### src/design/jsi_pkg.sv
package jsi_pkg;

  // text chunk geometry
  localparam int CHUNK_W     = 64;
  localparam int CHUNK_MSB   = 63;
  localparam int BYTE_W      = 8;
  localparam int CHUNK_LANES = CHUNK_W / BYTE_W;

  // result geometry
  localparam int TOKEN_W = 32;

  // decoupling queue between front and back
  localparam int QUEUE_DEPTH = 4;
  localparam int QPTR_W      = 2;
  localparam int QCNT_W      = 3;

  // character codes
  localparam logic [BYTE_W-1:0] CHAR_BACKSLASH = 8'h5C;
  localparam logic [BYTE_W-1:0] CHAR_QUOTE     = 8'h22;
  localparam logic [BYTE_W-1:0] CHAR_COMMA     = 8'h2C;
  localparam logic [BYTE_W-1:0] CHAR_COLON     = 8'h3A;
  localparam logic [BYTE_W-1:0] CHAR_LBRACKET  = 8'h5B;
  localparam logic [BYTE_W-1:0] CHAR_RBRACKET  = 8'h5D;
  localparam logic [BYTE_W-1:0] CHAR_LBRACE    = 8'h7B;
  localparam logic [BYTE_W-1:0] CHAR_RBRACE    = 8'h7D;
  localparam logic [BYTE_W-1:0] CHAR_TAB       = 8'h09;
  localparam logic [BYTE_W-1:0] CHAR_LF        = 8'h0A;
  localparam logic [BYTE_W-1:0] CHAR_CR        = 8'h0D;
  localparam logic [BYTE_W-1:0] CHAR_SPACE     = 8'h20;

  typedef enum logic [2:0] {
    CLS_BACKSLASH,
    CLS_QUOTE,
    CLS_STRUCT,
    CLS_SPACE,
    CLS_OTHER
  } byte_class_t;

  // byte classifier
  function automatic byte_class_t classify(input logic [BYTE_W-1:0] c);
    byte_class_t cls;
    case (c)
      CHAR_BACKSLASH: cls = CLS_BACKSLASH;
      CHAR_QUOTE:     cls = CLS_QUOTE;
      CHAR_COMMA, CHAR_COLON, CHAR_LBRACKET, CHAR_RBRACKET,
      CHAR_LBRACE, CHAR_RBRACE: cls = CLS_STRUCT;
      CHAR_TAB, CHAR_LF, CHAR_CR, CHAR_SPACE: cls = CLS_SPACE;
      default:        cls = CLS_OTHER;
    endcase
    return cls;
  endfunction

endpackage

### src/design/jsi_if.sv
interface jsi_in_if;
  logic                         valid;
  logic                         ready;
  logic [jsi_pkg::CHUNK_MSB:0]  chunk_bytes;
  logic [3:0]                   byte_count;
  logic                         end_of_input;

  modport source (output valid, output chunk_bytes, output byte_count,
                  output end_of_input, input ready);
  modport sink   (input valid, input chunk_bytes, input byte_count,
                  input end_of_input, output ready);
endinterface

interface jsi_out_if;
  logic                          valid;
  logic                          ready;
  logic [jsi_pkg::TOKEN_W-1:0]   token_position;
  logic                          end_marker;
  logic                          last;

  modport source (output valid, output token_position, output end_marker,
                  output last, input ready);
  modport sink   (input valid, input token_position, input end_marker,
                  input last, output ready);
endinterface

### src/design/jsi_front.sv
module jsi_front #(
  parameter int LANES = 8,
  parameter int POS_W = 32,
  localparam int NL = (LANES < jsi_pkg::CHUNK_LANES) ? LANES : jsi_pkg::CHUNK_LANES
) (
  input  logic             clk,
  input  logic             rst,
  jsi_in_if.sink           chunks,
  input  logic             q_full,
  output logic             q_push,
  output logic [NL-1:0]    tok_mask,
  output logic [POS_W-1:0] base_pos,
  output logic [POS_W-1:0] end_pos,
  output logic             end_flag
);

  localparam int CNT_W = $clog2(LANES + 1);

  logic             escape_pending;
  logic             inside_string;
  logic             previous_separator;
  logic [POS_W-1:0] byte_position;

  logic             escape_next;
  logic             inside_next;
  logic             separator_next;
  logic [CNT_W-1:0] cnt;
  logic             accept;

  // saturate byte count to the lane count
  always_comb begin
    if (7'(chunks.byte_count) > 7'(LANES)) begin
      cnt = CNT_W'(LANES);
    end else begin
      cnt = CNT_W'(chunks.byte_count);
    end
  end

  // lane scan: escapes, string state and token starts
  always_comb begin
    logic                          esc;
    logic                          ins;
    logic                          psep;
    logic [jsi_pkg::BYTE_W-1:0]    c;
    jsi_pkg::byte_class_t          cls;
    logic                          q;
    logic                          ws;
    logic                          st;
    esc  = escape_pending;
    ins  = inside_string;
    psep = previous_separator;
    tok_mask = '0;
    for (int i = 0; i < NL; i++) begin
      if (7'(i) < 7'(cnt)) begin
        c = chunks.chunk_bytes[jsi_pkg::BYTE_W*i +: jsi_pkg::BYTE_W];
      end else begin
        c = jsi_pkg::CHAR_SPACE;
      end
      cls = jsi_pkg::classify(c);
      q   = (cls == jsi_pkg::CLS_QUOTE) && !esc;
      esc = (cls == jsi_pkg::CLS_BACKSLASH) && !esc;
      ins = ins ^ q;
      ws  = (cls == jsi_pkg::CLS_SPACE);
      st  = (cls == jsi_pkg::CLS_STRUCT);
      tok_mask[i] = q | ((st | (psep & !ws)) & !ins);
      psep = ws | st;
    end
    // lanes above the chunk width are spaces
    if (LANES > jsi_pkg::CHUNK_LANES) begin
      esc  = 1'b0;
      psep = 1'b1;
    end
    escape_next    = esc;
    inside_next    = ins;
    separator_next = psep;
  end

  assign chunks.ready = !q_full;
  assign accept       = chunks.valid && !q_full;

  // queue entry: only items that cause results are queued
  assign base_pos = byte_position;
  assign end_pos  = byte_position + POS_W'(cnt);
  assign end_flag = chunks.end_of_input;
  assign q_push   = accept && ((|tok_mask) || chunks.end_of_input);

  // scan state
  always_ff @(posedge clk) begin
    if (rst) begin
      escape_pending     <= 1'b0;
      inside_string      <= 1'b0;
      previous_separator <= 1'b1;
      byte_position      <= '0;
    end else if (accept) begin
      if (chunks.end_of_input) begin
        escape_pending     <= 1'b0;
        inside_string      <= 1'b0;
        previous_separator <= 1'b1;
        byte_position      <= '0;
      end else begin
        escape_pending     <= escape_next;
        inside_string      <= inside_next;
        previous_separator <= separator_next;
        byte_position      <= end_pos;
      end
    end
  end

endmodule

### src/design/jsi_queue.sv
module jsi_queue #(
  parameter int WIDTH = 8
) (
  input  logic             clk,
  input  logic             rst,
  input  logic             push,
  input  logic [WIDTH-1:0] wr_data,
  input  logic             pop,
  output logic [WIDTH-1:0] rd_data,
  output logic             full,
  output logic             empty
);

  logic [WIDTH-1:0]               entries [jsi_pkg::QUEUE_DEPTH];
  logic [jsi_pkg::QPTR_W-1:0]     wr_ptr;
  logic [jsi_pkg::QPTR_W-1:0]     rd_ptr;
  logic [jsi_pkg::QCNT_W-1:0]     count;
  logic                           do_push;
  logic                           do_pop;

  assign full    = (count == jsi_pkg::QCNT_W'(jsi_pkg::QUEUE_DEPTH));
  assign empty   = (count == '0);
  assign do_push = push && !full;
  assign do_pop  = pop && !empty;
  assign rd_data = entries[rd_ptr];

  // pointers and fill level
  always_ff @(posedge clk) begin
    if (rst) begin
      wr_ptr <= '0;
      rd_ptr <= '0;
      count  <= '0;
    end else begin
      if (do_push) begin
        wr_ptr <= wr_ptr + 1'b1;
      end
      if (do_pop) begin
        rd_ptr <= rd_ptr + 1'b1;
      end
      if (do_push && !do_pop) begin
        count <= count + 1'b1;
      end else if (do_pop && !do_push) begin
        count <= count - 1'b1;
      end
    end
  end

  // storage
  always_ff @(posedge clk) begin
    if (do_push) begin
      entries[wr_ptr] <= wr_data;
    end
  end

endmodule

### src/design/jsi_back.sv
module jsi_back #(
  parameter int LANES = 8,
  parameter int POS_W = 32,
  localparam int NL = (LANES < jsi_pkg::CHUNK_LANES) ? LANES : jsi_pkg::CHUNK_LANES
) (
  input  logic             clk,
  input  logic             rst,
  input  logic             q_empty,
  input  logic [NL-1:0]    head_mask,
  input  logic [POS_W-1:0] head_base,
  input  logic [POS_W-1:0] head_end_pos,
  input  logic             head_end,
  output logic             q_pop,
  jsi_out_if.source        tokens
);

  localparam int LW    = (NL > 1) ? $clog2(NL) : 1;
  localparam int EXT_W = (POS_W > jsi_pkg::TOKEN_W) ? POS_W : jsi_pkg::TOKEN_W;

  logic [NL-1:0]    done_mask;
  logic             out_valid;
  logic [NL-1:0]    remaining;
  logic [NL-1:0]    sel_onehot;
  logic [LW-1:0]    sel_lane;
  logic             has_tok;
  logic             more;
  logic             res_last;
  logic             advance;
  logic [POS_W-1:0] res_pos;
  logic [EXT_W-1:0] res_pos_ext;

  // lowest lane not yet sent
  always_comb begin
    remaining = head_mask & ~done_mask;
    sel_lane  = '0;
    for (int i = NL - 1; i >= 0; i--) begin
      if (remaining[i]) begin
        sel_lane = LW'(i);
      end
    end
    sel_onehot = NL'(1) << sel_lane;
    has_tok    = |remaining;
    more       = |(remaining & ~sel_onehot);
  end

  // result selection: token start, else end marker
  always_comb begin
    if (has_tok) begin
      res_pos  = head_base + POS_W'(sel_lane);
      res_last = !more && !head_end;
    end else begin
      res_pos  = head_end_pos;
      res_last = 1'b1;
    end
    res_pos_ext = EXT_W'(res_pos);
  end

  assign advance      = !q_empty && (!out_valid || tokens.ready);
  assign q_pop        = advance && res_last;
  assign tokens.valid = out_valid;

  // control
  always_ff @(posedge clk) begin
    if (rst) begin
      out_valid <= 1'b0;
      done_mask <= '0;
    end else begin
      if (advance) begin
        out_valid <= 1'b1;
      end else if (tokens.ready) begin
        out_valid <= 1'b0;
      end
      if (q_pop) begin
        done_mask <= '0;
      end else if (advance) begin
        done_mask <= done_mask | sel_onehot;
      end
    end
  end

  // output register
  always_ff @(posedge clk) begin
    if (advance) begin
      tokens.token_position <= res_pos_ext[jsi_pkg::TOKEN_W-1:0];
      tokens.end_marker     <= !has_tok;
      tokens.last           <= res_last;
    end
  end

endmodule

### src/design/json_structural_indexer.sv
// JSON structural indexer, first tokenizer stage.
// chunks: text in chunks of up to eight bytes, first byte in bits 7:0, with a
//   byte count (padding lanes act as spaces) and an end-of-input flag.
// tokens: one item per token start, in ascending byte order: unescaped quotes,
//   structural characters outside strings, and scalar starts. The final chunk
//   adds an end marker carrying the total length; last flags the final item
//   caused by each chunk. Chunks that cause no token are absorbed silently.
// Throughput: one chunk per cycle in; one token per cycle out while the
//   receiver is ready. The front scans a chunk combinationally and pushes it
//   into a four-entry queue; the back drains one token per cycle, so only dense
//   chunks (more than one token each on average) slow input once it is full.
// Path: an accepted chunk is written into the queue, its tokens then pass
//   through the output register, one per cycle while the receiver is ready.
// Reset (rst, synchronous): queue and output register empty, scan state back
//   to document start. chunks.ready is high the cycle after reset.
// Receiver stall: the output register holds its item; the back stops, the
//   queue fills and chunks.ready drops when it is full.
module json_structural_indexer #(
  parameter int LANES = 8,
  parameter int POSITION_WIDTH = 32
) (
  input  logic       clk,
  input  logic       rst,
  jsi_in_if.sink     chunks,
  jsi_out_if.source  tokens
);

  localparam int NL = (LANES < jsi_pkg::CHUNK_LANES) ? LANES : jsi_pkg::CHUNK_LANES;

  typedef struct packed {
    logic                      end_flag;
    logic [POSITION_WIDTH-1:0] end_pos;
    logic [POSITION_WIDTH-1:0] base_pos;
    logic [NL-1:0]             tok_mask;
  } entry_t;

  entry_t wr_entry;
  entry_t rd_entry;
  logic   q_push;
  logic   q_pop;
  logic   q_full;
  logic   q_empty;

  // classify and scan
  jsi_front #(
    .LANES (LANES),
    .POS_W (POSITION_WIDTH)
  ) u_front (
    .clk      (clk),
    .rst      (rst),
    .chunks   (chunks),
    .q_full   (q_full),
    .q_push   (q_push),
    .tok_mask (wr_entry.tok_mask),
    .base_pos (wr_entry.base_pos),
    .end_pos  (wr_entry.end_pos),
    .end_flag (wr_entry.end_flag)
  );

  // chunk queue
  jsi_queue #(
    .WIDTH ($bits(entry_t))
  ) u_queue (
    .clk     (clk),
    .rst     (rst),
    .push    (q_push),
    .wr_data (wr_entry),
    .pop     (q_pop),
    .rd_data (rd_entry),
    .full    (q_full),
    .empty   (q_empty)
  );

  // token serializer
  jsi_back #(
    .LANES (LANES),
    .POS_W (POSITION_WIDTH)
  ) u_back (
    .clk          (clk),
    .rst          (rst),
    .q_empty      (q_empty),
    .head_mask    (rd_entry.tok_mask),
    .head_base    (rd_entry.base_pos),
    .head_end_pos (rd_entry.end_pos),
    .head_end     (rd_entry.end_flag),
    .q_pop        (q_pop),
    .tokens       (tokens)
  );

endmodule

### src/flat_wrapper.sv
// flat-port wrapper written by rule: the top's interface ports become plain ports
module json_structural_indexer_flat 
#(
  parameter int LANES = 8,
  parameter int POSITION_WIDTH = 32
)
  (clk, rst, chunks_valid, chunks_chunk_bytes, chunks_byte_count, chunks_end_of_input, chunks_ready, tokens_valid, tokens_token_position, tokens_end_marker, tokens_last, tokens_ready);
  jsi_in_if chunks_i ();
  jsi_out_if tokens_i ();
  input  logic clk;
  input  logic rst;
  input wire logic [$bits(chunks_i.valid)-1:0] chunks_valid;
  input wire logic [$bits(chunks_i.chunk_bytes)-1:0] chunks_chunk_bytes;
  input wire logic [$bits(chunks_i.byte_count)-1:0] chunks_byte_count;
  input wire logic [$bits(chunks_i.end_of_input)-1:0] chunks_end_of_input;
  output wire logic [$bits(chunks_i.ready)-1:0] chunks_ready;
  output wire logic [$bits(tokens_i.valid)-1:0] tokens_valid;
  output wire logic [$bits(tokens_i.token_position)-1:0] tokens_token_position;
  output wire logic [$bits(tokens_i.end_marker)-1:0] tokens_end_marker;
  output wire logic [$bits(tokens_i.last)-1:0] tokens_last;
  input wire logic [$bits(tokens_i.ready)-1:0] tokens_ready;
  assign chunks_i.valid = chunks_valid;
  assign chunks_i.chunk_bytes = chunks_chunk_bytes;
  assign chunks_i.byte_count = chunks_byte_count;
  assign chunks_i.end_of_input = chunks_end_of_input;
  assign chunks_ready = chunks_i.ready;
  assign tokens_valid = tokens_i.valid;
  assign tokens_token_position = tokens_i.token_position;
  assign tokens_end_marker = tokens_i.end_marker;
  assign tokens_last = tokens_i.last;
  assign tokens_i.ready = tokens_ready;
  json_structural_indexer #(.LANES(LANES), .POSITION_WIDTH(POSITION_WIDTH)) u_core (.clk(clk), .rst(rst), .chunks(chunks_i), .tokens(tokens_i));
endmodule
### config.mk
export PLATFORM = sky130hd
export DESIGN_NAME = json_structural_indexer_flat
export DESIGN_NICKNAME = d
export VERILOG_FILES = /design/src/design/jsi_pkg.sv /design/src/design/jsi_if.sv /design/src/design/jsi_front.sv /design/src/design/jsi_queue.sv /design/src/design/jsi_back.sv /design/src/design/json_structural_indexer.sv /design/src/flat_wrapper.sv
export SDC_FILE = /design/constraint.sdc
export NUM_CORES = 1
export LEC_CHECK = 0
export ABC_AREA = 1
export BUFFER_PORTS_ARGS = -buffer_cell sky130_fd_sc_hd__buf_2
export CAP_MARGIN = 20
export CORE_UTILIZATION = 52
export DETAILED_ROUTE_END_ITERATION = 8
export HOLD_SLACK_MARGIN = 0.15
export MAX_ROUTING_LAYER = met4
export PLACE_DENSITY = 0.7
export SLEW_MARGIN = 20
export SYNTH_ARGS = -nofsm -noshare
export SYNTH_HDL_FRONTEND = slang
export SYNTH_SLANG_ARGS = --single-unit
export TNS_END_PERCENT = 1
### constraint.sdc
create_clock -name clk -period 8.04 [get_ports clk]
set_clock_uncertainty 0.05 [all_clocks]
set_input_delay 1.206 -clock clk [delete_from_list [all_inputs] [get_ports clk]]
set_output_delay 1.206 -clock clk [all_outputs]
set_load 0.01 [all_outputs]
* Yosys cells after proc, flatten, opt, wreduce, memory -nomap -nowiden
Memories as Yosys holds them, arrays and structs flattened. A register that Yosys moved wholly into a read port is not among the register bits.
Index checks and enable logic that the tools add are counted.
** Storage, ports and cells
- Register bits after elaboration :: 85
- Memory bits (writable) :: 292
- Output and inout port bits :: 36
- Memories kept :: 1
** Cells by class
- $add $sub $neg :: 6
- Magnitude comparators :: 9
- Equality and inequality tests :: 121
- Shifts and indexed selects :: 1
- Mux-type cells :: 39
- Bitwise logic cells :: 53
- Reduce and logical (&&, ||, !) cells :: 90
** Memory list
- u_core.u_queue.entries :: depth 4, bits a word 73, read ports 1, clocked after memory_dff 1, write ports 1, RTL line jsi_queue.sv:14 : logic [WIDTH-1:0] entries [jsi_pkg::QUEUE_DEPTH];
** Operator list (number)
- $eq 8x7->1 const B :: 40
- $eq 8x6->1 const B :: 32
- $eq 8x4->1 const B :: 24
- $pmux 3 s4 :: 8
- $mux 32 :: 2
- $mux 8 :: 8
- $eq 3x2->1 const B :: 16
- $reduce_or 6->1 :: 8
- $add 32x3->32 :: 1
- $add 32x4->32 :: 1
- $logic_not 1->1 :: 32
- $reduce_or 4->1 :: 8
- $mux 3 :: 10
- $logic_not 3->1 :: 9
- $logic_and 1x1->1 :: 25
- $eq 3x1->1 const B :: 8
- $or 1x1->1 :: 24
- $reduce_or 8->1 :: 3
- $and 1x1->1 :: 16
- $and 8x8->8 :: 2
- $lt 3x4->1 const A :: 4
- $not 8->8 :: 2
- $lt 1x4->1 const A :: 2
- $lt 2x4->1 const A :: 2
- other kinds (14) :: 32

* Logic depth before layout (Yosys ltp)
Gate-level depths: netlist (run 1).
- Depth after elaboration :: 35
- Mapped depth :: 29

* Modules after synthesis
From an unflattened synthesis (run 1), not the netlist that was laid out.
** Second synthesis, totals
- Cell total of the unflattened synthesis :: 1948
- Area total of the unflattened synthesis :: 18440.2 µm²
** By module, submodules not included
- jsi_queue :: instances 1, cells each 776, area an instance 11323.4 µm²
- jsi_front :: instances 1, cells each 734, area an instance 4032.6 µm²
- jsi_back :: instances 1, cells each 438, area an instance 3084.2 µm²

* Worst setup path after synthesis (run 1)
No wires, ideal clock.
- Path type :: input to register
- From :: input chunks_byte_count[0]
- To :: memory u_core.u_queue.entries[0][0] in the netlist's numbering (enable)
- Setup time :: 504 ps
- Arrival time :: 6075 ps
- Required time :: 7486 ps
- Path slack :: 1411 ps
- Stages :: 22
- Buffers on the path :: 1
- Path through :: inv_1 > nand3_1 > buf_6 > nand2_2 > nand2_2 > nor2_2 > nand3_2 > nand2_2 > inv_2 > nand2_2 > nand2_2 > nand2_2 > nand2_2 > nand2_2 > nand3_1 > nand3_1 > nand3_1 > nand3_1 > nand2_1 > nand2_2 > nand2_2 > nor2_1
** On the way
- Cells in the longest elaborated chain, start to end :: 33
- Elaborated cells on any way between the ends :: 260
- Those cells by class :: order compare (9); eq/ne (120); mux (19); bitwise (47); reduce/logical (65)
** RTL lines
- start, declared :: RTL line flat_wrapper.sv:14 : input wire logic [$bits(chunks_i.byte_count)-1:0] chunks_byte_count;
- $gt 4x4->1 :: RTL line jsi_front.sv:32 : if (7'(chunks.byte_count) > 7'(LANES)) begin
- $mux 4 (*) :: RTL line jsi_front.sv:32
- $lt 1x4->1 :: RTL line jsi_front.sv:54 : if (7'(i) < 7'(cnt)) begin
- $mux 8 :: RTL line jsi_front.sv:54
- $eq 8x6->1, or another cell as far along :: RTL line jsi_pkg.sv:42 : case (c)
- $reduce_or 6->1 or $reduce_or 4->1 (tied branches) :: RTL line jsi_pkg.sv:42
- $pmux 3 s4 :: RTL line jsi_pkg.sv:42
- $logic_not 3->1 :: RTL line jsi_front.sv:61 : esc = (cls == jsi_pkg::CLS_BACKSLASH) && !esc;
- [17 not listed]
- $and 1x1->1 :: RTL line jsi_front.sv:65 : tok_mask[i] = q | ((st | (psep & !ws)) & !ins);
- $or 1x1->1 :: RTL line jsi_front.sv:65
- $reduce_or 8->1 (*) :: RTL line jsi_front.sv:85 : assign q_push = accept && ((|tok_mask) || chunks.end_of_input);
- $logic_or 1x1->1 (*) :: RTL line jsi_front.sv:85
- $logic_and 1x1->1 (*) :: RTL line jsi_front.sv:85
- $logic_and 1x1->1 (*) :: RTL line jsi_queue.sv:23 : assign do_push = push && !full;
- $mux 1 (*) :: RTL line jsi_queue.sv:50 : if (do_push) begin
- $mux 1 (not written as such) (*) :: RTL line jsi_queue.sv:51 : entries[wr_ptr] <= wr_data;
- end, declared :: RTL line jsi_queue.sv:14
Every way passes the cells marked *; elsewhere a longest branch is shown, timed or not.

==> summary.md, run 1 <==
| Metric | Value |
|---|---|
| Post-synth ARST share | 0 |
| RePlAce Congestion | approximately 0.90 |
| FF+latch count, synth | 379 |
| Num rows | about 70 |
| Area growth, synth to finish | 11.6% |
| Total gr overflow | 0 |
| Die Area | between 0.03 and 0.04 mm² |
| Initial Util | 0.526 |
| Critical path fanouts, max | 83 |
| Chip Width | 189 µm |
| Critical Path RT | between 8 and 9 ns |
| FILL cells | 2903 |
| Period minus WS final | 5.30 ns |
| Mean Syn Cell Area | just under 10 µm² |
| Drt drc | 0 |
| Synthesized Nets | 1970 |
| Setup Viol. Count Final | 0 |
| Die extent in y | ~190 µm |
| Setup TNS | 0 ns |
| Routed Antenna Nets | 0 |
| Leak | between 0.007 and 0.008 µW |
| Maxcap violations | 0 |
| Starting DRT DRC Count | approximately 1.2k |
| Critical path capture point type | flop |
| Vias post-DR | roughly 14k |
| Synth warn | 0 |
| Post-DP HPWL | roughly 26000 µm |
| CP Data Arrival Time | roughly 5.5 ns |
| Clk slew on worst S/H paths | roughly 0.06 ns |
| Top_reg_cell synth | edfxtp_1 |
| Footprint of the multi-input gates | 0.00621 mm² |
| Worst slew margin | 0.309 |
| Tightest Hold Check Type | reg2reg |
| Cell taking the most area after synthesis | edfxtp_1 |
| Seq. cell area | 0.0109 mm² |
| Post-synth top cells | edfxtp_1 (326), nand2_1 (313), nor2_1 (299) |
| Seq/Total Area, Yosys | 0.598 |
| Resized Gates After CTS | 0 |
| Core ar. | 0.0345 mm² |
| Antenna diodes | 0 |
| Post-synthesis cell area | around 0.018 mm² |
| Fmax | around 190 MHz |
| Share of the synthesized area in the top cell type | 0.540 |
| CTS Buffer Depth | 3 |
| Share of cells above drive strength 1 | 0.119 |
| Wirelength, routed | 41200 µm |
| CP startpoint kind | flop |
| CTS buffer count | 38 |
| VDD IR max | approximately 0.14 mV |
| CTS tree | done |
| Pre-CTS WS | between 2 and 2.5 ns |
| Initial antenna violation count | 0 |
| Final Max Slew Viols | 0 |
| Fin crit share | 0.659 |
| Clk_lat worst skew | roughly 0.52 ns |
| Status | completed |
| Synth area leaders | edfxtp_1 (54%), nand2_1 (6.5%), nor2_1 (6.2%), dfxtp_1 (5.8%), inv_1 (3.9%) |
| Synthesized instance count | roughly 1.9k |
| Pre-antenna DRT Iters | 6 |
| CTS Hold Buffers Added | 0 |
| Drt wl/cell | 16.8 µm |
| Hold Fails Final Rpt | 0 |
| Top Ports | roughly 110 |
| First-pass GRT wire length | about 65000 µm |
| Clock tree sinks | approximately 380 |
| Worst-margin pin slew | just over 1 ns |
| Clock root buffer | clkbuf_16 |
| Routed vias/inst | 5.53 |
| Fin util | 0.588 |
| EDFF count, synth | between 300 and 400 |
| PnR worst setup slack | 2.74 ns |
| Largest net degree at the start of global routing | 84 |
| Power per cell area | ~240 mW/mm² |
| Unrepaired setup endpoints after global routing | no |
| Final nets | 2063 |
| Most frequent cell after synthesis | edfxtp_1 |
| Number of I/O port buffers | between 100 and 150 |
| H-tree depth | 2 |
| Number of global-route vias before repair | roughly 13k |
| # Post-CTS Setup Buffers | 0 |
| Number of distinct library cells after synthesis | between 50 and 60 |
| Critical path class | reg2reg |
| All-Layer GR Usage | 0.239 |
==> state kept, by name, summed over array words and instances (netlist names), 2 cells and up, named ones only <==
| register | flops |
|---|---|
| u_core.u_queue.entries | 292 |
| u_core.u_back.tokens.token_position | 32 |
| u_core.u_front.base_pos | 32 |
| u_core.u_back.done_mask | 8 |
| u_core.u_queue.count | 3 |
| u_core.u_queue.rd_ptr | 2 |
| u_core.u_queue.wr_ptr | 2 |
==> stage by stage <==
step / total power [µW] / std cells / hold WS, ns / area, µm²
detailed placement: 3230 / 2390 / 0.395 / 19100
global route: 5080 / 2457 / 0.430 / 20300
global placement: 3210 / 2390 / 0.387 / 19100
finish: 4880 / 2457 / 0.400 / 20300
floorplan: 2960 / 1882 / 0.375 / 18100
CTS: 4900 / 2457 / 0.405 / 20300
==> metal layers <==
layer / routed length (µm) / global-route usage / up-vias
met3: 2430 / 0.0270 / 65
met2: 19800 / 0.395 / 481
met5: 0 / - / -
met1: 18200 / 0.311 / 6405
li1: - / - / 6647
met4: 843 / 0.0695 / 0
==> layout by cell type, fill, tap and decap left out, types with 6 or more instances in the layout <==
cell | synthesis | routed
a21oi_1 | 93 | 93
nand4_1 | 29 | 29
nor3_1 | 35 | 35
nand3_2 | 6 | 6
buf_2 | 9 | 108
inv_2 | 12 | 11
ha_1 | 12 | 12
nor2_2 | 10 | 11
a31oi_1 | 26 | 25
clkinv_1 | 2 | 12
o22ai_1 | 34 | 34
clkbuf_16 | 0 | 38
dfxtp_1 | 53 | 51
xor2_1 | 43 | 43
buf_4 | 6 | 10
nand2_2 | 18 | 18
nand2_1 | 313 | 313
o21ai_1 | 6 | 6
inv_1 | 188 | 188
o21ai_0 | 134 | 134
nor2_1 | 299 | 294
a32oi_1 | 17 | 17
nand3_1 | 97 | 97
xnor2_1 | 12 | 12
clkbuf_1 | 37 | 7
edfxtp_1 | 326 | 326
==> worst paths after layout <==
| path | startpoint | to | slack, ns | depth (start not counted) |
|---|---|---|---|---|
| max | flop | u_core.u_back.tokens.token_position[28] | 2.74 | 24 |
| min | u_core.u_back.done_mask[3] | u_core.u_back.done_mask[3] | 0.40 | 2 |
| max reg2reg | flop | u_core.u_back.tokens.token_position[28] | 2.74 | 24 |
| min reg2reg | u_core.u_back.done_mask[3] | u_core.u_back.done_mask[3] | 0.40 | 2 |
==> critical path, stage by stage, from the launching register on <==
cell and delay, ns:
dfxtp_4 0.43, inv_4 0.61, o21ai_0 0.16, o22ai_1 0.26, nand2_1 0.16, o21ai_0 0.11, nand2_1 0.08, nand2_1 0.06
nand2_1 0.10, nand2_1 0.09, nand2_1 0.10, inv_1 0.15, ha_1 0.24, fa_1 0.24, nand2_1 0.07, a21oi_1 0.24
nand2_1 0.19, nor3_2 0.34, nand4_1 0.20, inv_1 0.19, nand4_1 0.28, nor3_1 0.35, xor2_1 0.13, nand2_1 0.11
nand2_1 0.10
==> area by class of cell <==
type | instances | area share
Inverter | 202 | 0.0376
Clock buffer | 47 | 0.0496
Clock inverter | 20 | 0.00877
Multi-Input combinational cell | 1233 | 0.307
Sequential cell | 379 | 0.536
Timing Repair Buffer | 121 | 0.0334
Tap cell | 455 | 0.0281
==> cells by family (layout without fill, tap and decap cells) <==
group | after synthesis | in the layout | share of synthesized area
AO/OA/AOI/OAI | 330 | 330 | 0.103
XOR/XNOR | 55 | 55 | 0.0266
adder cells (fa/ha/maj) | 15 | 15 | 0.0116
buffers and inverters | 270 | 390 | 0.0623
flip-flops | 379 | 379 | 0.598
AND/OR/NAND/NOR | 833 | 833 | 0.199
==> power by group <==
group	switching, µW	total [µW]	internal (µW)
clock network	710	1690	983
logic	536	763	227
registers	51.9	2430	2370
total	1300	4880	3590
Power figures use the tool's default switching activity.
==> inputs of run 2 (changes only) <==
Settings changed: ABC_AREA 1 to 0.
Clock period 8.04 ns to 5.22 ns, I/O delays scaled along.
==> run 2 against run 1 <==
- cell area is 3.1% lower
- total power is 67% higher
- count of clock-buffer cells in the layout is 9 higher
- clock power is 59% higher
- final cell count is 26% lower
- worst hold slack better by 0.055 ns
==> summary.md, run 2 <==
| Metric | Value |
|---|---|
| Part of the power in the clock network | 0.331 |
| Synthesized Nets | around 1.3k |
| Clk_lat worst skew | about 0.53 ns |
| Final Max Slew Viols | 0 |
| Cell taking the most area after synthesis | edfxtp_1 |
| Mean Syn Cell Area | 14.2 µm² |
| # Post-CTS Setup Buffers | 0 |
| Hold depth | 2 |
| CP Data Arrival Time | 4.53 ns |
| Total gr overflow | 0 |
| Num rows | 66 |
| Drt wl/cell | approximately 19 µm |
| Share of cells above drive strength 1 | 0.218 |
| Largest net degree at the start of global routing | 63 |
| Pwr Total | 8140 µW |
| Fmax | 230 MHz |
| Hold Path Origin | u_core.u_back.tokens.valid |
| Seq/Total Area, Yosys | 0.629 |
| Seq pwr share | 0.490 |
| CP max stage delay | 0.51 ns |
| H-tree depth | 2 |
| Chip Width | ~180 µm |
| Post-synthesis cell area | between 0.015 and 0.02 mm² |
| Fin util | 0.602 |
| Most common cell after layout, fill and taps aside | edfxtp_1 |
| Hold EP | u_core.u_back.tokens.valid |
| Number of global-route vias before repair | between 10k and 15k |
| Initial antenna violation count | 1 |
| Starting DRT DRC Count | roughly 740 |
| Worst-case register-to-register setup slack | ~0.88 ns |
| All-Layer GR Usage | 0.220 |
| Hold Fails Final Rpt | 0 |
| Post-synth ARST share | 0 |
| Most frequent cells in the layout | edfxtp_1 (326), nor2_1 (113), buf_2 (108) |
| Unrepaired setup endpoints after global routing | no |
| Worst r2r dst | u_core.u_back.tokens.token_position[28] |
| CTS Hold Buffers Added | 0 |
| Period minus WS final | roughly 4.3 ns |
| Sw frac | 0.261 |
| Synth warn | 0 |
| EDFF count, synth | ~330 |
| Final nets | ~1.4k |
| Routed Antenna Nets | 0 |
| Most frequent cell after synthesis | edfxtp_1 |
| Top_reg_cell synth | edfxtp_1 |
| First-pass GRT wire length | around 56000 µm |
| Worst slew margin | 0.337 |
| Post-DP HPWL | 23000 µm |
| Maxcap violations | 0 |
| CTS Buffer Depth | 3 |
| PnR worst setup slack | about 0.88 ns |
| Share of the synthesized area in the top cell type | 0.568 |
| Post-synth top cells | edfxtp_1 (326), nor2_1 (113), mux4_2 (72) |
| Drt drc | 0 |
| R2R depth | 15 |
| Setup Viol. Count Final | 0 |
| Clock tree sinks | ~380 |
| Pint | 6020 µW |
| Critical Path RT | between 5 and 6 ns |
| Cell-by-cell listing of the critical path | mux4_2, nand2b_1, a21boi_0, a21oi_1, nor2_1, ha_1, fa_1, a21o_1, nand4_1, nand3b_1, or2_2, nand2b_1, nand3b_1, xor2_1, a21oi_1 |
| CTS buffer count | 39 |
| Die Area | roughly 0.034 mm² |
| Critical path capture point type | flop |
| Power per cell area | a little over 400 mW/mm² |
| FF+latch count, synth | approximately 380 |
| Number of distinct library cells after synthesis | 80 |
| Area growth, synth to finish | 13.8% |
| Clock root buffer | clkbuf_16 |
| Largest register by flop count | u_core.u_queue.entries |
| Synthesized instance count | between 1k and 1.5k |
| Initial Util | 0.529 |
| Pre-antenna DRT Iters | 5 |
| Leak | 0.00652 µW |
| Clk slew on worst S/H paths | 0.06 ns |
| Number of I/O port buffers | 108 |
| Resized Gates After CTS | 0 |
| Max reg flops | between 200 and 300 |
| Core ar. | about 0.033 mm² |
| CTS tree | done |
| Critical path fanouts, max | 10 |
| Cell Count, Final, Fillers Out | roughly 1.8k |
| Comb pwr share | 0.179 |
| Status | completed |
| Cells after DPL | around 1.7k |
| Critical path class | reg2reg |
| Pre-CTS WS | approximately 0.46 ns |
| Tightest Hold Check Type | reg2reg |
| Synth area leaders | edfxtp_1 (57%), mux4_2 (9.4%), dfxtp_1 (6.2%), nor2_1 (2.5%), xnor2_1 (2.0%) |
| Psw | approximately 2100 µW |
| RePlAce Congestion | roughly 0.88 |
| Fin crit share | 0.832 |
| CP startpoint kind | flop |
| Cell with the largest stage delay on the worst path | mux4_2 |
| Fin Hold WS | about 0.46 ns |
| VDD IR max | approximately 0.23 mV |
| Die extent in y | roughly 180 µm |
| Routed vias/inst | ~5.8 |
| Worst-margin pin slew | 0.991 ns |
| Top Ports | approximately 110 |
| Vias post-DR | 10.5k |
| Wirelength, routed | between 30000 and 40000 µm |
## run 2: changes by cell type after synthesis, moves of 27 or more
cell / delta
nand2_1: -261
nor2_1: -186
inv_1: -162
o21ai_0: -100
mux4_2: +72
nand3_1: -61
o22ai_1: -29
xnor2_1: +27
## run 2: how the worst max path moves through the flow
stage               depth (start not counted)                                       to                  start  slack [ns]
CTS                                        15  u_core.u_back.tokens.token_position[28]                   flop        0.92
detailed placement                         16                  u_core.u_queue.count[2]   chunks_byte_count[3]        0.46
floorplan                                  11             u_core.u_queue.entries[1][0]  chunks_chunk_bytes[0]      -0.003
finish                                     15  u_core.u_back.tokens.token_position[28]                   flop        0.88
global route                               15  u_core.u_back.tokens.token_position[26]                   flop        0.56
global placement                           16                  u_core.u_queue.count[2]   chunks_byte_count[3]        0.58
## run 2: power groups by stage
| stage | logic (µW) | registers [µW] | clock network (µW) |
|---|---|---|---|
| 2_1_floorplan | 838 | 4120 | 0 |
| 3_3_place_gp | 1460 | 4030 | 0 |
| 3_5_place_dp | 1470 | 4050 | 0 |
| 4_1_cts | 1480 | 3990 | 2730 |
| 5_1_grt | 1600 | 4030 | 2840 |
| 6_report | 1460 | 3990 | 2690 |
## run 2: kinds of logic (layout without fill, tap and decap cells)
family / Yosys count / after routing / synth area share
flip-flops: 379 / 379 / 0.629
adder cells (fa/ha/maj): 15 / 15 / 0.0122
multiplexers: 78 / 78 / 0.0977
AND/OR/NAND/NOR: 396 / 396 / 0.128
buffers and inverters: 74 / 229 / 0.0181
XOR/XNOR: 79 / 79 / 0.0409
other: 0 / 1 / 0
AO/OA/AOI/OAI: 195 / 195 / 0.0739
## run 2: critical path: cells and delay by family (launching register included)
kind                       cells  cell delay (ns)
and+or+nand+nor                7             1.77
DFF                            1             0.45
muxes                          1             0.51
adders and majority gates      2             0.47
xor gates and xnor gates       1             0.15
AOI/OAI and AO/OA              4             0.64
## run 2: stage by stage
step / setup TNS (ns) / instance area, µm²
floorplan: -0.568 / 17200
global placement: 0 / 18400
detailed placement: 0 / 18400
CTS: 0 / 19600
global route: 0 / 19600
finish: 0 / 19600
## run 2: layout make-up
class | instances | area, µm²
Clock buffer | 56 | 1080
Multi-Input combinational cell | 763 | 6100
Tap cell | 442 | 553
Sequential cell | 379 | 10900
Timing Repair Buffer | 132 | 771
Clock inverter | 15 | 161
Antenna cell | 1 | 2.50
Fill cell | 2482 | 13000
Inverter | 26 | 97.6
## run 2: per-layer routing
layer  track usage  part of all wire
met4        0.0747             0.026
met3        0.0255             0.046
met2         0.362              0.49
met5             -                 0
met1         0.287              0.44
==> inputs of run 3 (changes only) <==
Settings changed: PLACE_DENSITY 0.7 to 0.73.
Clock period 5.22 ns to 3.6 ns, I/O delays scaled along.
==> run 3 against run 2 <==
- the run now ends with negative setup slack left
- final cell count up 11%
- non-clock buffer count up 197
- critical endpoint unchanged
- maximum frequency up 14%
- register-to-register slack worse by 1.1 ns
- cell area up 9.0%
==> summary.md, run 3 (synthesized netlist as in run 2, its figures left out) <==
| Metric | Value |
|---|---|
| Status | finished with violations |
| Violated checks | negative setup slack |
| Post-DP HPWL | ~26000 µm |
| Cells after DPL | 1922 |
| PnR worst setup slack | -0.195 ns |
| CP startpoint kind | flop |
| Final instance area | 0.0214 mm² |
| Post-place instance area | between 0.015 and 0.02 mm² |
| Final Max Slew Viols | 0 |
| Critical path fanouts, max | 5 |
| Most common cell after layout, fill and taps aside | edfxtp_1 |
| Clock root buffer | clkbuf_16 |
| Number of global-route vias before repair | around 12k |
| First-pass GRT wire length | about 60000 µm |
| Initial Util | 0.529 |
| Cell Count, Final, Fillers Out | roughly 2.0k |
| Seq. cell area | around 0.011 mm² |
| CTS tree | done |
| WL met2 | 19300 µm |
| Pre-antenna DRT Iters | 7 |
| Core ar. | 0.0326 mm² |
| Maxcap violations | 0 |
| Wirelength, routed | between 30000 and 40000 µm |
| Highest Signal Layer | met4 |
| Number of I/O port buffers | approximately 110 |
| All-Layer GR Usage | 0.237 |
| Critical path class | reg2reg |
| Unrepaired setup endpoints after global routing | yes |
| Die Area | between 0.03 and 0.04 mm² |
| Setup Viol. Count Final | 19 |
| Critical path capture point type | flop |
| Chip Width | ~180 µm |
| Fmax | 264 MHz |
| Antenna diodes | 0 |
| Fin crit share | 1.05 |
| Total gr overflow | 0 |
| Drt wl/cell | roughly 19 µm |
| Routed vias/inst | about 5.8 |
| Max reg flops | about 300 |
| Largest register by flop count | u_core.u_queue.entries |
| Hold Fails Final Rpt | 0 |
| Area growth, synth to finish | 24.0% |
| Pre-CTS WS | -0.560 ns |
| Most frequent cells in the layout | edfxtp_1 (326), buf_4 (204), nor2_1 (109) |
| Share of cells above drive strength 1 | 0.337 |
| Worst slew margin | 0.259 |
| Final nets | between 1.5k and 2k |
| Starting DRT DRC Count | 1025 |
| Period minus WS final | 3.80 ns |
| CP Data Arrival Time | 3.98 ns |
| Initial antenna violation count | 0 |
| Die extent in y | between 150 and 200 µm |
| Clk_lat worst skew | between 0.5 and 0.6 ns |
| Clk slew on worst S/H paths | around 0.060 ns |
| Leak | between 0.007 and 0.008 µW |
| Critical Path RT | approximately 3.8 ns |
| Largest net degree at the start of global routing | 63 |
| Drt drc | 0 |
| Met1 wire length | ~16000 µm |
| Power per cell area | roughly 570 mW/mm² |
| CTS buffer count | 37 |
| Routed Antenna Nets | 0 |
| Clock tree sinks | roughly 380 |
| VDD IR max | 0.322 mV |
| Footprint of the multi-input gates | 0.00625 mm² |
| RePlAce Congestion | about 0.89 |
| Top Ports | roughly 110 |
| Num rows | 66 |
| Vias post-DR | 11.5k |
| Worst-margin pin slew | between 1 and 1.5 ns |
| Tightest Hold Check Type | in2reg |
| CTS Buffer Depth | 3 |
| CTS Hold Buffers Added | 0 |
| H-tree depth | 2 |
| WL met3 | around 2300 µm |
| FILL cells | between 2k and 2.5k |
-- run 3: final cells by class --
type,instances,share of cell area
clock buffers,50,0.0490
clock inverters,18,0.00913
inverters,26,0.00456
multi-input cells,763,0.292
flip-flops and latches,379,0.508
well taps,442,0.0259
repair buffers,329,0.112
-- run 3: final timing paths --
kind	start	to	slack, ns	depth (start not counted)
hold reg to reg	u_core.u_front.base_pos[0]	u_core.u_front.base_pos[0]	0.46	2
hold / removal	tokens_ready	u_core.u_back.tokens.valid	0.30	4
setup reg to reg	flop	u_core.u_back.tokens.token_position[28]	-0.20	16
setup / recovery	flop	u_core.u_back.tokens.token_position[28]	-0.20	16
-- run 3: repair_timing --
| action | in CTS | in global routing |
|---|---|---|
| pin swaps | 24 | 13 |
| gates resized for setup | 33 | 5 |
| buffers inserted | 17 | 0 |
| endpoints found under the setup margin | 23 | 25 |
-- run 3: critical path, cell delays in order (launching register included) --
cell and delay, ns:
dfxtp_4 0.38, buf_4 0.11, mux4_2 0.51, nor2b_4 0.15, a21boi_2 0.14, a21oi_1 0.08
nor2_1 0.19, ha_2 0.23, fa_2 0.20, a21o_1 0.14, nand4_1 0.11, nand3b_1 0.28
or2_4 0.33, nand2b_4 0.17, nand3b_1 0.22, xor2_1 0.15, a21oi_1 0.09
-- run 3: routing by layer --
| metal | vias up | GRT usage |
|---|---|---|
| met5 | - | - |
| met4 | 0 | 0.0753 |
| met3 | 78 | 0.0330 |
| met2 | 412 | 0.402 |
| met1 | 5682 | 0.295 |
| li1 | 5370 | - |
-- run 3: report_power, final --
part	internal [µW]	switching, µW
Clock	2340	1550
Sequential	5590	194
Combinational	1150	1420
Total	9080	3170
-- run 3: metrics by stage --
step	setup TNS, ns	util	hold slack (ns)	power [µW]
finish	-1.43	0.656	0.301	12200
detailed placement	-63.55	0.609	0.445	8350
global route	-4.88	0.656	0.302	12800
floorplan	-82.52	-	0.408	7190
global placement	-42.00	0.609	0.436	8270
CTS	-1.05	0.655	0.290	12300
